--- config.mk ---
export PLATFORM = sky130hd
export DESIGN_NAME = xor_keystream_rekey_cipher
export DESIGN_NICKNAME = d
export VERILOG_FILES = /design/src/hw/rtl/xkrc_pkg.sv /design/src/hw/rtl/xor_keystream_rekey_cipher.sv /design/src/hw/rtl/xkrc_mod127.sv
export SDC_FILE = /design/constraint.sdc
export NUM_CORES = 2
export LEC_CHECK = 0
export BUFFER_PORTS_ARGS = -buffer_cell sky130_fd_sc_hd__buf_2
export CAP_MARGIN = 30
export CORE_MARGIN = 5
export CORE_UTILIZATION = 65
export CTS_BUF_LIST = sky130_fd_sc_hd__clkbuf_2
export CTS_CLUSTER_DIAMETER = 40
export CTS_CLUSTER_SIZE = 10
export DETAILED_ROUTE_END_ITERATION = 10
export PLACE_DENSITY_LB_ADDON = 0.15
export RECOVER_POWER = 25
export REMOVE_ABC_BUFFERS = 1
export SLEW_MARGIN = 20
export SYNTH_ARGS = -nofsm -noshare
export SYNTH_HDL_FRONTEND = slang
export SYNTH_SLANG_ARGS = --single-unit
--- constraint.sdc ---
create_clock -name clk_i -period 11 [get_ports clk_i]
set_input_delay 2.2 -clock clk_i [delete_from_list [all_inputs] [get_ports clk_i]]
set_output_delay 2.2 -clock clk_i [all_outputs]
set_load 0.03 [all_outputs]
--- src/hw/rtl/xkrc_pkg.sv ---
// shared types and constants of the xor keystream rekey cipher
`timescale 1ns / 1ps

package xkrc_pkg;

  // width of the key length register and of the key position
  localparam int LENW = 6;
  // number of 64-bit initial key registers
  localparam int NUM_KEY_REGS = 4;
  // width of the configuration register index
  localparam int CFG_IDXW = 3;
  // residues are taken modulo 2^MOD_BITS - 1
  localparam int MOD_BITS = 7;
  localparam logic [MOD_BITS-1:0] KEY_MODULUS = '1;
  // offset added to each key byte before it enters the running product
  localparam logic signed [9:0] PROD_OFFSET = 10'sd2;

  // configuration register indexes
  typedef enum logic [CFG_IDXW-1:0] {
    CFG_KEY_LEN = 3'd0,
    CFG_KEY0    = 3'd1,
    CFG_KEY1    = 3'd2,
    CFG_KEY2    = 3'd3,
    CFG_KEY3    = 3'd4
  } cfg_idx_e;

  // sequencer states
  typedef enum logic [3:0] {
    ST_IDLE,
    ST_EMIT,
    ST_RK_LOAD,
    ST_RK_BASE,
    ST_RK_BASEW,
    ST_RK_MUL,
    ST_RK_ACCW,
    ST_RK_SQ,
    ST_RK_SQW
  } st_e;

  // request into the modulo unit
  typedef struct packed {
    logic        start;
    logic [31:0] value;
  } mod_req_t;

  // response from the modulo unit
  typedef struct packed {
    logic              done;
    logic signed [7:0] rem;
  } mod_rsp_t;

endpackage

--- src/hw/rtl/xor_keystream_rekey_cipher.sv ---
// top level of the xor keystream cipher with periodic rekeying
`timescale 1ns / 1ps

// Each request XORs its data byte with the working key byte at the key
// position and moves the position on. A request that does not trigger a
// rekey is taken and its result is registered at the same edge, so such
// bytes flow at one per cycle as long as the output register is free.
// When the position reaches the key length, the key is rekeyed first: a
// sequencer drives one shared 32x10 multiplier and an iterative modulo-127
// folder (one fold of seven bits per cycle). For each key byte in use it
// updates the running product; a byte that is zero or negative then becomes
// one, any other is replaced by the reduced product raised to it in up to 7
// exponent steps. After the last key byte it hands out the byte held over
// the rekey. Input stall stays high while rekeying. A configuration write
// to a key or key length register reloads the whole working key from the
// key registers and leaves the key position unchanged.

module xor_keystream_rekey_cipher #(
  parameter int MAX_KEY_BYTES = 32
) (
  input  logic                            clk_i,
  input  logic                            rst_ni,
  // configuration write port
  input  logic                            cfg_we_i,
  input  logic [xkrc_pkg::CFG_IDXW-1:0]   cfg_idx_i,
  input  logic [63:0]                     cfg_wdata_i,
  // input request channel
  input  logic                            in_valid_i,
  output logic                            in_stall_o,
  input  logic [7:0]                      data_byte_i,
  input  logic                            start_file_i,
  // output request channel
  output logic                            out_valid_o,
  input  logic                            out_stall_i,
  output logic [7:0]                      cipher_byte_o
);
  import xkrc_pkg::*;

  localparam int IDXW = (MAX_KEY_BYTES > 1) ? $clog2(MAX_KEY_BYTES) : 1;

  st_e               state_q, state_d;
  logic [LENW-1:0]   key_len_q, key_len_d;
  logic [63:0]       kreg_q [NUM_KEY_REGS];
  logic [63:0]       kreg_d [NUM_KEY_REGS];
  logic [7:0]        wk_q [MAX_KEY_BYTES];
  logic [7:0]        wk_d [MAX_KEY_BYTES];
  logic [LENW-1:0]   pos_q, pos_d;
  logic [7:0]        data_q, data_d;
  logic [IDXW-1:0]   idx_q, idx_d;
  logic [31:0]       prod_q, prod_d;
  logic [6:0]        exp_q, exp_d;
  logic signed [7:0] acc_q, acc_d;
  logic signed [7:0] sq_q, sq_d;
  logic              out_valid_q, out_valid_d;
  logic [7:0]        out_data_q, out_data_d;

  logic              cfg_load;
  logic [LENW-1:0]   len_eff;
  logic [LENW-1:0]   pos_eff;
  logic              in_acc;
  logic              out_free;
  logic [IDXW-1:0]   rd_idx;
  logic [7:0]        rd_byte;
  logic signed [31:0] mul_a;
  logic signed [9:0]  mul_b;
  logic signed [41:0] mul_full;
  logic              wk_we;
  logic [7:0]        wk_wval;
  logic              byte_done;
  logic [6:0]        exp_half;
  mod_req_t          mod_req;
  mod_rsp_t          mod_rsp;

  // shared modulo unit
  xkrc_mod127 u_mod (
    .clk_i  (clk_i),
    .rst_ni (rst_ni),
    .req_i  (mod_req),
    .rsp_o  (mod_rsp)
  );

  // key length clamped to 1..MAX_KEY_BYTES
  always_comb begin
    if (key_len_q == '0) begin
      len_eff = LENW'(1);
    end else if (key_len_q > LENW'(MAX_KEY_BYTES)) begin
      len_eff = LENW'(MAX_KEY_BYTES);
    end else begin
      len_eff = key_len_q;
    end
  end

  // handshake
  assign out_free   = !out_valid_q || !out_stall_i;
  assign in_stall_o = (state_q != ST_IDLE) || !out_free;
  assign in_acc     = in_valid_i && !in_stall_o;
  assign pos_eff    = start_file_i ? '0 : pos_q;

  // working key read port
  always_comb begin
    case (state_q)
      ST_IDLE: rd_idx = pos_eff[IDXW-1:0];
      ST_EMIT: rd_idx = pos_q[IDXW-1:0];
      default: rd_idx = idx_q;
    endcase
  end
  assign rd_byte = wk_q[rd_idx];

  // shared multiplier operands
  always_comb begin
    case (state_q)
      ST_RK_LOAD: begin
        mul_a = prod_q;
        mul_b = {{2{rd_byte[7]}}, rd_byte} + PROD_OFFSET;
      end
      ST_RK_MUL: begin
        mul_a = {{24{acc_q[7]}}, acc_q};
        mul_b = {{2{sq_q[7]}}, sq_q};
      end
      default: begin
        mul_a = {{24{sq_q[7]}}, sq_q};
        mul_b = {{2{sq_q[7]}}, sq_q};
      end
    endcase
  end
  assign mul_full = mul_a * mul_b;
  assign exp_half = exp_q >> 1;

  // configuration registers
  assign cfg_load = cfg_we_i && (cfg_idx_i <= CFG_KEY3);
  always_comb begin
    key_len_d = key_len_q;
    for (int r = 0; r < NUM_KEY_REGS; r++) begin
      kreg_d[r] = kreg_q[r];
    end
    if (cfg_we_i) begin
      case (cfg_idx_i)
        CFG_KEY_LEN: key_len_d = cfg_wdata_i[LENW-1:0];
        CFG_KEY0:    kreg_d[0] = cfg_wdata_i;
        CFG_KEY1:    kreg_d[1] = cfg_wdata_i;
        CFG_KEY2:    kreg_d[2] = cfg_wdata_i;
        CFG_KEY3:    kreg_d[3] = cfg_wdata_i;
        default:     key_len_d = key_len_q;
      endcase
    end
  end

  // sequencer: next state and outputs
  always_comb begin
    state_d      = state_q;
    pos_d        = pos_q;
    data_d       = data_q;
    idx_d        = idx_q;
    prod_d       = prod_q;
    exp_d        = exp_q;
    acc_d        = acc_q;
    sq_d         = sq_q;
    out_valid_d  = out_valid_q && out_stall_i;
    out_data_d   = out_data_q;
    mod_req      = '0;
    wk_we        = 1'b0;
    wk_wval      = acc_q;
    byte_done    = 1'b0;
    case (state_q)
      // take a request, answer at once unless a rekey is due
      ST_IDLE: begin
        if (in_acc) begin
          if (pos_eff >= len_eff) begin
            data_d  = data_byte_i;
            pos_d   = '0;
            idx_d   = '0;
            prod_d  = 32'd1;
            state_d = ST_RK_LOAD;
          end else begin
            out_valid_d = 1'b1;
            out_data_d  = data_byte_i ^ rd_byte;
            pos_d       = pos_eff + LENW'(1);
          end
        end
      end
      // deliver the byte held over a rekey
      ST_EMIT: begin
        if (out_free) begin
          out_valid_d = 1'b1;
          out_data_d  = data_q ^ rd_byte;
          pos_d       = pos_q + LENW'(1);
          state_d     = ST_IDLE;
        end
      end
      // update the running product, take the exponent
      ST_RK_LOAD: begin
        prod_d  = mul_full[31:0];
        exp_d   = rd_byte[7] ? '0 : rd_byte[6:0];
        state_d = ST_RK_BASE;
      end
      // reduce the product, or finish at once for a non-positive exponent
      ST_RK_BASE: begin
        if (exp_q == '0) begin
          wk_wval   = 8'd1;
          byte_done = 1'b1;
        end else begin
          mod_req.start = 1'b1;
          mod_req.value = prod_q;
          state_d       = ST_RK_BASEW;
        end
      end
      ST_RK_BASEW: begin
        if (mod_rsp.done) begin
          sq_d    = mod_rsp.rem;
          acc_d   = 8'sd1;
          state_d = ST_RK_MUL;
        end
      end
      // multiply the accumulator when the exponent bit is set
      ST_RK_MUL: begin
        if (exp_q[0]) begin
          mod_req.start = 1'b1;
          mod_req.value = mul_full[31:0];
          state_d       = ST_RK_ACCW;
        end else begin
          state_d = ST_RK_SQ;
        end
      end
      ST_RK_ACCW: begin
        if (mod_rsp.done) begin
          acc_d   = mod_rsp.rem;
          state_d = ST_RK_SQ;
        end
      end
      // square the base unless the exponent is used up
      ST_RK_SQ: begin
        if (exp_half == '0) begin
          byte_done = 1'b1;
        end else begin
          exp_d         = exp_half;
          mod_req.start = 1'b1;
          mod_req.value = mul_full[31:0];
          state_d       = ST_RK_SQW;
        end
      end
      ST_RK_SQW: begin
        if (mod_rsp.done) begin
          sq_d    = mod_rsp.rem;
          state_d = ST_RK_MUL;
        end
      end
      default: state_d = ST_IDLE;
    endcase
    // store the new key byte and move to the next one
    if (byte_done) begin
      wk_we = 1'b1;
      if (LENW'(idx_q) == len_eff - LENW'(1)) begin
        state_d = ST_EMIT;
      end else begin
        idx_d   = idx_q + IDXW'(1);
        state_d = ST_RK_LOAD;
      end
    end
  end

  // working key next value: full reload on configuration, else one byte
  always_comb begin
    for (int k = 0; k < MAX_KEY_BYTES; k++) begin
      wk_d[k] = wk_q[k];
    end
    if (cfg_load) begin
      for (int r = 0; r < NUM_KEY_REGS; r++) begin
        for (int j = 0; j < 8; j++) begin
          if (r * 8 + j < MAX_KEY_BYTES) begin
            wk_d[r * 8 + j] = kreg_d[r][j * 8 +: 8];
          end
        end
      end
    end else if (wk_we) begin
      wk_d[idx_q] = wk_wval;
    end
  end

  // state registers
  always_ff @(posedge clk_i or negedge rst_ni) begin
    if (!rst_ni) begin
      state_q     <= ST_IDLE;
      key_len_q   <= LENW'(1);
      pos_q       <= '0;
      out_valid_q <= 1'b0;
      for (int r = 0; r < NUM_KEY_REGS; r++) begin
        kreg_q[r] <= '0;
      end
      for (int k = 0; k < MAX_KEY_BYTES; k++) begin
        wk_q[k] <= '0;
      end
    end else begin
      state_q     <= state_d;
      key_len_q   <= key_len_d;
      pos_q       <= pos_d;
      out_valid_q <= out_valid_d;
      for (int r = 0; r < NUM_KEY_REGS; r++) begin
        kreg_q[r] <= kreg_d[r];
      end
      for (int k = 0; k < MAX_KEY_BYTES; k++) begin
        wk_q[k] <= wk_d[k];
      end
    end
  end

  // datapath registers
  always_ff @(posedge clk_i) begin
    data_q     <= data_d;
    idx_q      <= idx_d;
    prod_q     <= prod_d;
    exp_q      <= exp_d;
    acc_q      <= acc_d;
    sq_q       <= sq_d;
    out_data_q <= out_data_d;
  end

  assign out_valid_o   = out_valid_q;
  assign cipher_byte_o = out_data_q;

endmodule

--- src/hw/rtl/xkrc_mod127.sv ---
// iterative signed truncating remainder by 127, folding seven bits per cycle
`timescale 1ns / 1ps

module xkrc_mod127 (
  input  logic               clk_i,
  input  logic               rst_ni,
  input  xkrc_pkg::mod_req_t req_i,
  output xkrc_pkg::mod_rsp_t rsp_o
);
  import xkrc_pkg::*;

  logic              busy_q, busy_d;
  logic              done_q, done_d;
  logic              neg_q, neg_d;
  logic [31:0]       mag_q, mag_d;
  logic signed [7:0] rem_q, rem_d;
  logic [MOD_BITS-1:0] res7;

  // final residue of a magnitude below 128
  assign res7 = (mag_q[MOD_BITS-1:0] == KEY_MODULUS) ? '0 : mag_q[MOD_BITS-1:0];

  // latch magnitude and sign, then fold high bits onto low bits
  always_comb begin
    busy_d = busy_q;
    done_d = 1'b0;
    neg_d  = neg_q;
    mag_d  = mag_q;
    rem_d  = rem_q;
    if (req_i.start) begin
      busy_d = 1'b1;
      neg_d  = req_i.value[31];
      mag_d  = req_i.value[31] ? (~req_i.value + 32'd1) : req_i.value;
    end else if (busy_q) begin
      if (mag_q[31:MOD_BITS] != '0) begin
        mag_d = (mag_q >> MOD_BITS) + {{(32-MOD_BITS){1'b0}}, mag_q[MOD_BITS-1:0]};
      end else begin
        busy_d = 1'b0;
        done_d = 1'b1;
        rem_d  = neg_q ? (~{1'b0, res7} + 8'd1) : {1'b0, res7};
      end
    end
  end

  // control state
  always_ff @(posedge clk_i or negedge rst_ni) begin
    if (!rst_ni) begin
      busy_q <= 1'b0;
      done_q <= 1'b0;
    end else begin
      busy_q <= busy_d;
      done_q <= done_d;
    end
  end

  // datapath
  always_ff @(posedge clk_i) begin
    neg_q <= neg_d;
    mag_q <= mag_d;
    rem_q <= rem_d;
  end

  assign rsp_o.done = done_q;
  assign rsp_o.rem  = rem_q;

endmodule

; Word-level counts from Yosys, hierarchy flattened
; Index checks and enable logic that the tools add are counted.
[op_classes]
mux = 78
addsub = 8
multipliers = 1
n_bitwise = 8
order_cmp = 6
eq_ne = 28
n_reduce_logical = 36
[op_table]
columns = cell, n
row1 = $mux 256, 3
row2 = $bwmux 256, 1
row3 = $mux 64, 4
row4 = $mux 32, 6
row5 = $pmux 32 s2, 2
row6 = $mux 33, 3
row7 = $pmux 33 s3, 1
row8 = $mux 8, 10
row9 = $bmux 8 s5, 1
row10 = $demux 8 s5, 1
row11 = $mux 6, 6
row12 = $add 32x1->32 const B, 1
row13 = $mul 32x10->32, 1
row14 = $mux 4, 8
row15 = $not 32->32, 1
row16 = $pmux 4 s8, 1
row17 = $pmux 8 s2, 2
row18 = $mux 7, 4
row19 = $add 25x7->26, 1
row20 = $mux 5, 5
row21 = $reduce_bool 25->1, 1
row22 = $eq 4x3->1 const B, 4
row23 = $xor 8x8->8, 2
row24 = $ne 3x3->1 const B, 5
row25 = 46 further kinds, 91
[word_totals]
output_inout_bits = 10
ff_bits = 648
word_cells = 218
in_bits = 81

; Longest topological paths before layout
[logic_depth]
ltp_word = 15
mapped_depth = 46
ltp_nobuf = 39

; Cells and area by module
; From an unflattened synthesis, not the netlist that was laid out.
[unflattened]
cells_unflattened = 3816
area_unflattened_um2 = 39933.3
[by_module_without_submodules]
columns = mod, seq_area_each_um2, area_each_um2, cells_each, instances
row1 = xor_keystream_rekey_cipher, 15471.1, 36661.4, 3486, 1
row2 = xkrc_mod127, 1281.2, 3271.9, 330, 1

; Worst setup path before layout
; OpenSTA, ideal clock, no wires.
[synth_timing]
kind = in2reg
startpoint = in start_file_i
endpoint = reg u_mod.mag_q[24] (data pin)
path_slack_ns = -0.292
arrival_ns = 11.011
n_path_buf = 4
cell_stages = 37
setup_time_ns = 0.281
cell_sequence = nand2b_1 buf_2 a31oi_4 buf_6 mux4_2 a32oi_1 a41oi_2 ha_1 xnor2_1 o21ai_1 clkbuf_1 buf_1 nand2_1 fa_1 fa_1 inv_1 fa_1 fa_1 inv_1 fa_1 inv_1 ha_1 a21o_1 a21oi_1 a21boi_0 o21a_1 a21oi_1 xnor2_1 a22o_1 or3_1 or4b_1 or3_1 nor2_1 o2111ai_1 o21ai_0 xor2_1 a221oi_1
[synth_between]
elab_chain_cells = 15
word_cells_on_any_way = 16
cone_classes = add/sub: 2 / mul: 1 / mux: 11 / bitwise: 2
[synth_rtl]
columns = element, line
row1 = start: declaration, xor_keystream_rekey_cipher.sv:31  ; input logic start_file_i,
row2 = $mux 6 (*), xor_keystream_rekey_cipher.sv:97  ; assign pos_eff = start_file_i ? '0 : pos_q;
row3 = $pmux 5 s2 (*), xor_keystream_rekey_cipher.sv:101  ; case (state_q)
row4 = $not 5->6 (not written as such) (*), xor_keystream_rekey_cipher.sv:107  ; assign rd_byte = wk_q[rd_idx];
row5 = $bmux 8 s5 (*), xor_keystream_rekey_cipher.sv:107
row6 = $mux 8 (not written as such) (*) (2 in a row), xor_keystream_rekey_cipher.sv:107
row7 = $add 8x3->9 (*), xor_keystream_rekey_cipher.sv:114  ; mul_b = {{2{rd_byte[7]}}, rd_byte} + PROD_OFFSET;
row8 = $mux 10 (*), xor_keystream_rekey_cipher.sv:111  ; case (state_q)
row9 = $mul 32x10->32 (*), xor_keystream_rekey_cipher.sv:126  ; assign mul_full = mul_a * mul_b;
row10 = $mux 33 (on tied branches), "xor_keystream_rekey_cipher.sv:232, xor_keystream_rekey_cipher.sv:216"
row11 = $pmux 33 s3 (*), xor_keystream_rekey_cipher.sv:164  ; case (state_q)
row12 = $not 32->32, xkrc_mod127.sv:32  ; mag_d = req_i.value[31] ? (~req_i.value + 32'd1) : req_i.value;
row13 = $add 32x1->32, xkrc_mod127.sv:32
row14 = $mux 32 (*), xkrc_mod127.sv:32
row15 = $mux 32 (*), xkrc_mod127.sv:29  ; if (req_i.start) begin
row16 = via u_mod.mag_d[24], xkrc_mod127.sv:15  ; logic [31:0] mag_q, mag_d;
row17 = end signal: assignment, xkrc_mod127.sv:58  ; mag_q <= mag_d;
row18 = end: declaration, xkrc_mod127.sv:15
; Mark *: on every way through the listed nets, which the timed path passes. The rest lies on a longest branch. The select of a mux whose other input is x is not followed.
; A chain may end at the register's enable or synchronous reset.

; Worst setup path in the final report
[layout_timing]
startpoint = in start_file_i
endpoint = reg u_mod.mag_q[23] (data pin)
; Same word-level chain as after synthesis.

==> impl_metrics.tcl <==
set metrics [dict create \
    outcome "finished with violations" \
    violations "max-capacitance violations, max-slew violations" \
    critPathRequiredTime_ns 11.97 \
    die_h_um 257 \
    synth-seq-cells 648 \
    hold_depth 0 \
    layout_common_cells "530 x dfrtp_1, 461 x nor2_1, 410 x nand2_1, 341 x buf_4, 276 x inv_1" \
    cts_buffer_depth 3 \
    dp_hpwl_mm 105 \
    crit_top_cell "buf_4" \
    hp-start "u_mod.rem_q[1]" \
    r2r_slack_ns 0.44 \
    rsz0062_at_grt "true" \
    timing.final.crit_share_pct 97.5 \
    synthTopCellsByArea "dfrtp_1 33%, fa_1 10%, edfxtp_1 8.5%, mux2_2 7.4%, a221o_1 6.3%" \
    cts_root_buf "clkbuf_2" \
    hold_class "flop to flop" \
    arrival_ns 11.70 \
    drv_slew 412 \
    grt_overflow 0 \
    crit_path_end_kind "flop" \
    synth_seq_area_share_pct 42.1 \
    insertion_delay_ns 1.25 \
    syn_inst 3828 \
    final_common_cell "dfrtp_1" \
    crit_slowest_cell "fa_1" \
    clkTransAtPathRegs_ns 0.19 \
    dr.pass1.iters 9 \
    grt_start_max_net_pins 188 \
    drive_above_1_share_pct 20.0 \
    viasPerCell 6.78 \
    avgSynthCellArea_um2 10.4 \
    ys.warnings.count 0 \
    route.detailed.drc 0 \
    ant_nets 0 \
    die_area_um2 66300 \
    start_kind "input port" \
    cp_slowest_stage_delay_ns 0.53 \
    grt_pass1_vias 35000 \
    tritoncts "done" \
    via_count 33800 \
    crit_start "start_file_i" \
    ys_types 95 \
    wirelength_mm 139 \
    hold_buffers 0 \
    rows 90 \
    layout.nets 4527 \
    die_x_um 257 \
    htreeDepth 3 \
    max_freq_ghz 0.0932 \
    place_congestion 1.06 \
    synth_top_area_share_pct 33.3 \
    cp_max_fo 15 \
    ff2ff_path_depth 41 \
    n_fill_cell 4265 \
    tightest_slew_ns 4.58 \
    slew_headroom_pct -205 \
    avgRoutedWirePerCell_um 27.9 \
    clkSinkCount 648 \
    hold-path-endpoint "sq_q[1]" \
    skew_ns 0.213 \
    grt_pass1_wl_mm 210 \
    core_um2 60500 \
    setup_violations 0 \
    syn_area_um2 39800 \
    synthArstFlopShare_pct 81.9 \
    final_hold_viol_count 0 \
    io_pins 91 \
    numCtsBuffers 88 \
    drv_cap 6 \
    antenna_found_initial 7 \
    worstReg2RegEnd "u_mod.mag_q[23]" \
    io_buffers 90 \
    synth_flop_cell "dfrtp_1" \
    r2r_start "state_q[1]" \
    drt_iter0_markers 4083 \
    synth_edf_count 112 \
    start_util_pct 65.8 \
    whs_ns 0.477 \
    area_growth_pct 11.1 \
    yosys.area.top_type "dfrtp_1" \
    grt_use_total_pct 41.6 \
    worstSetupPathType "input port to flop" \
    min_period_ns 10.73 \
]
layer usage:
metal	track usage, %	vias to the layer above	part of all wire, %
met4	34.2	4	11
met2	68.3	2280	48
met3	6.93	683	8.6
met5	0	-	0.024
met1	48.1	16700	33
li1	-	14100	-
what timing repair did:
item | CTS | global route
resized for setup | 0 | 12
setup endpoints to repair | 0 | 31
setup buffers | 0 | 1
Yosys cell counts (all sizes together), types with 11 or more instances:
library cell	instances
a211oi	17
a21o	32
a21oi	121
a221o	250
a22o	11
a22oi	19
a311oi	18
a31oi	27
a32oi	16
and2	51
and3	19
buf	57
clkbuf	167
dfrtp	530
edfxtp	112
fa	200
ha	96
inv	278
mux2	262
mux2i	71
nand2	413
nand2b	39
nand3	94
nand4	24
nor2	463
nor2b	23
nor3	25
o21a	16
o21ai	102
o22ai	11
o31ai	17
xnor2	63
xor2	38
sequential cells by signal (all words and copies together) (netlist names), 7 cells and up:
| register | cells |
|---|---|
| u_mod.rem_q | 8 |
| acc_q | 8 |
| exp_q | 7 |
| cipher_byte_o | 8 |
| u_mod.mag_q | 32 |
| prod_q | 32 |
| data_q | 8 |
| wk_q | 256 |
| sq_q | 8 |
| kreg_q | 256 |
layout make-up:
cell class | count | area, um2 | area share, %
multi-input combinational | 2677 | 21100 | 47.8
sequential | 648 | 16800 | 37.9
timing repair buffer | 456 | 3370 | 7.62
tap | 782 | 978 | 2.21
clock inverter | 40 | 420 | 0.951
clock buffer | 100 | 500 | 1.13
inverter | 279 | 1050 | 2.37
antenna | 5 | 12.5 | 0.0283
critical path, delay by kind of cell:
| family | cells | cell delay [ns] |
|---|---|---|
| compound gates | 15 | 2.85 |
| buf+inv | 11 | 1.59 |
| xor+xnor | 1 | 0.14 |
| fa+ha+maj | 7 | 2.75 |
| simple gates | 9 | 2.14 |
worst max-delay path by stage:
| stage | end | slack [ns] | cells after the start |
|---|---|---|---|
| after floorplan | u_mod.mag_q[24] | -2.96 | 35 |
| after global placement | u_mod.mag_q[21] | -0.77 | 44 |
| after detailed placement | u_mod.mag_q[23] | -0.98 | 41 |
| after CTS | u_mod.mag_q[18] | 0.29 | 43 |
| after global routing | u_mod.mag_q[23] | -0.01 | 43 |
| final | u_mod.mag_q[23] | 0.27 | 43 |
metrics by stage:
stage / setup TNS (ns) / area [um2] / std cells / worst slack (ns) / utilization, %
2_1_floorplan: -106.25 / 38800 / 3604 / -2.96 / -
3_3_place_gp: -22.47 / 43100 / 4824 / -0.769 / 71.2
3_5_place_dp: -29.06 / 43100 / 4828 / -0.979 / 71.3
4_1_cts: 0 / 44000 / 4968 / 0.291 / 72.8
5_1_grt: -0.0121 / 44200 / 4985 / -0.0120 / 73.1
6_report: 0 / 44200 / 4987 / 0.271 / 73.1
cells by family after synthesis:
group | Yosys count | synth area share (%)
and+or+nand+nor | 1198 | 13.1
AOI/OAI and AO/OA | 742 | 14.8
DFF | 648 | 42.1
buffers and inverters | 503 | 5.13
muxes | 338 | 9.48
adders and majority gates | 296 | 13.1
xor gates and xnor gates | 103 | 2.34
Power is not shown: default switching activity piles up to over one toggle a cycle in this logic, so the estimate is an artifact.
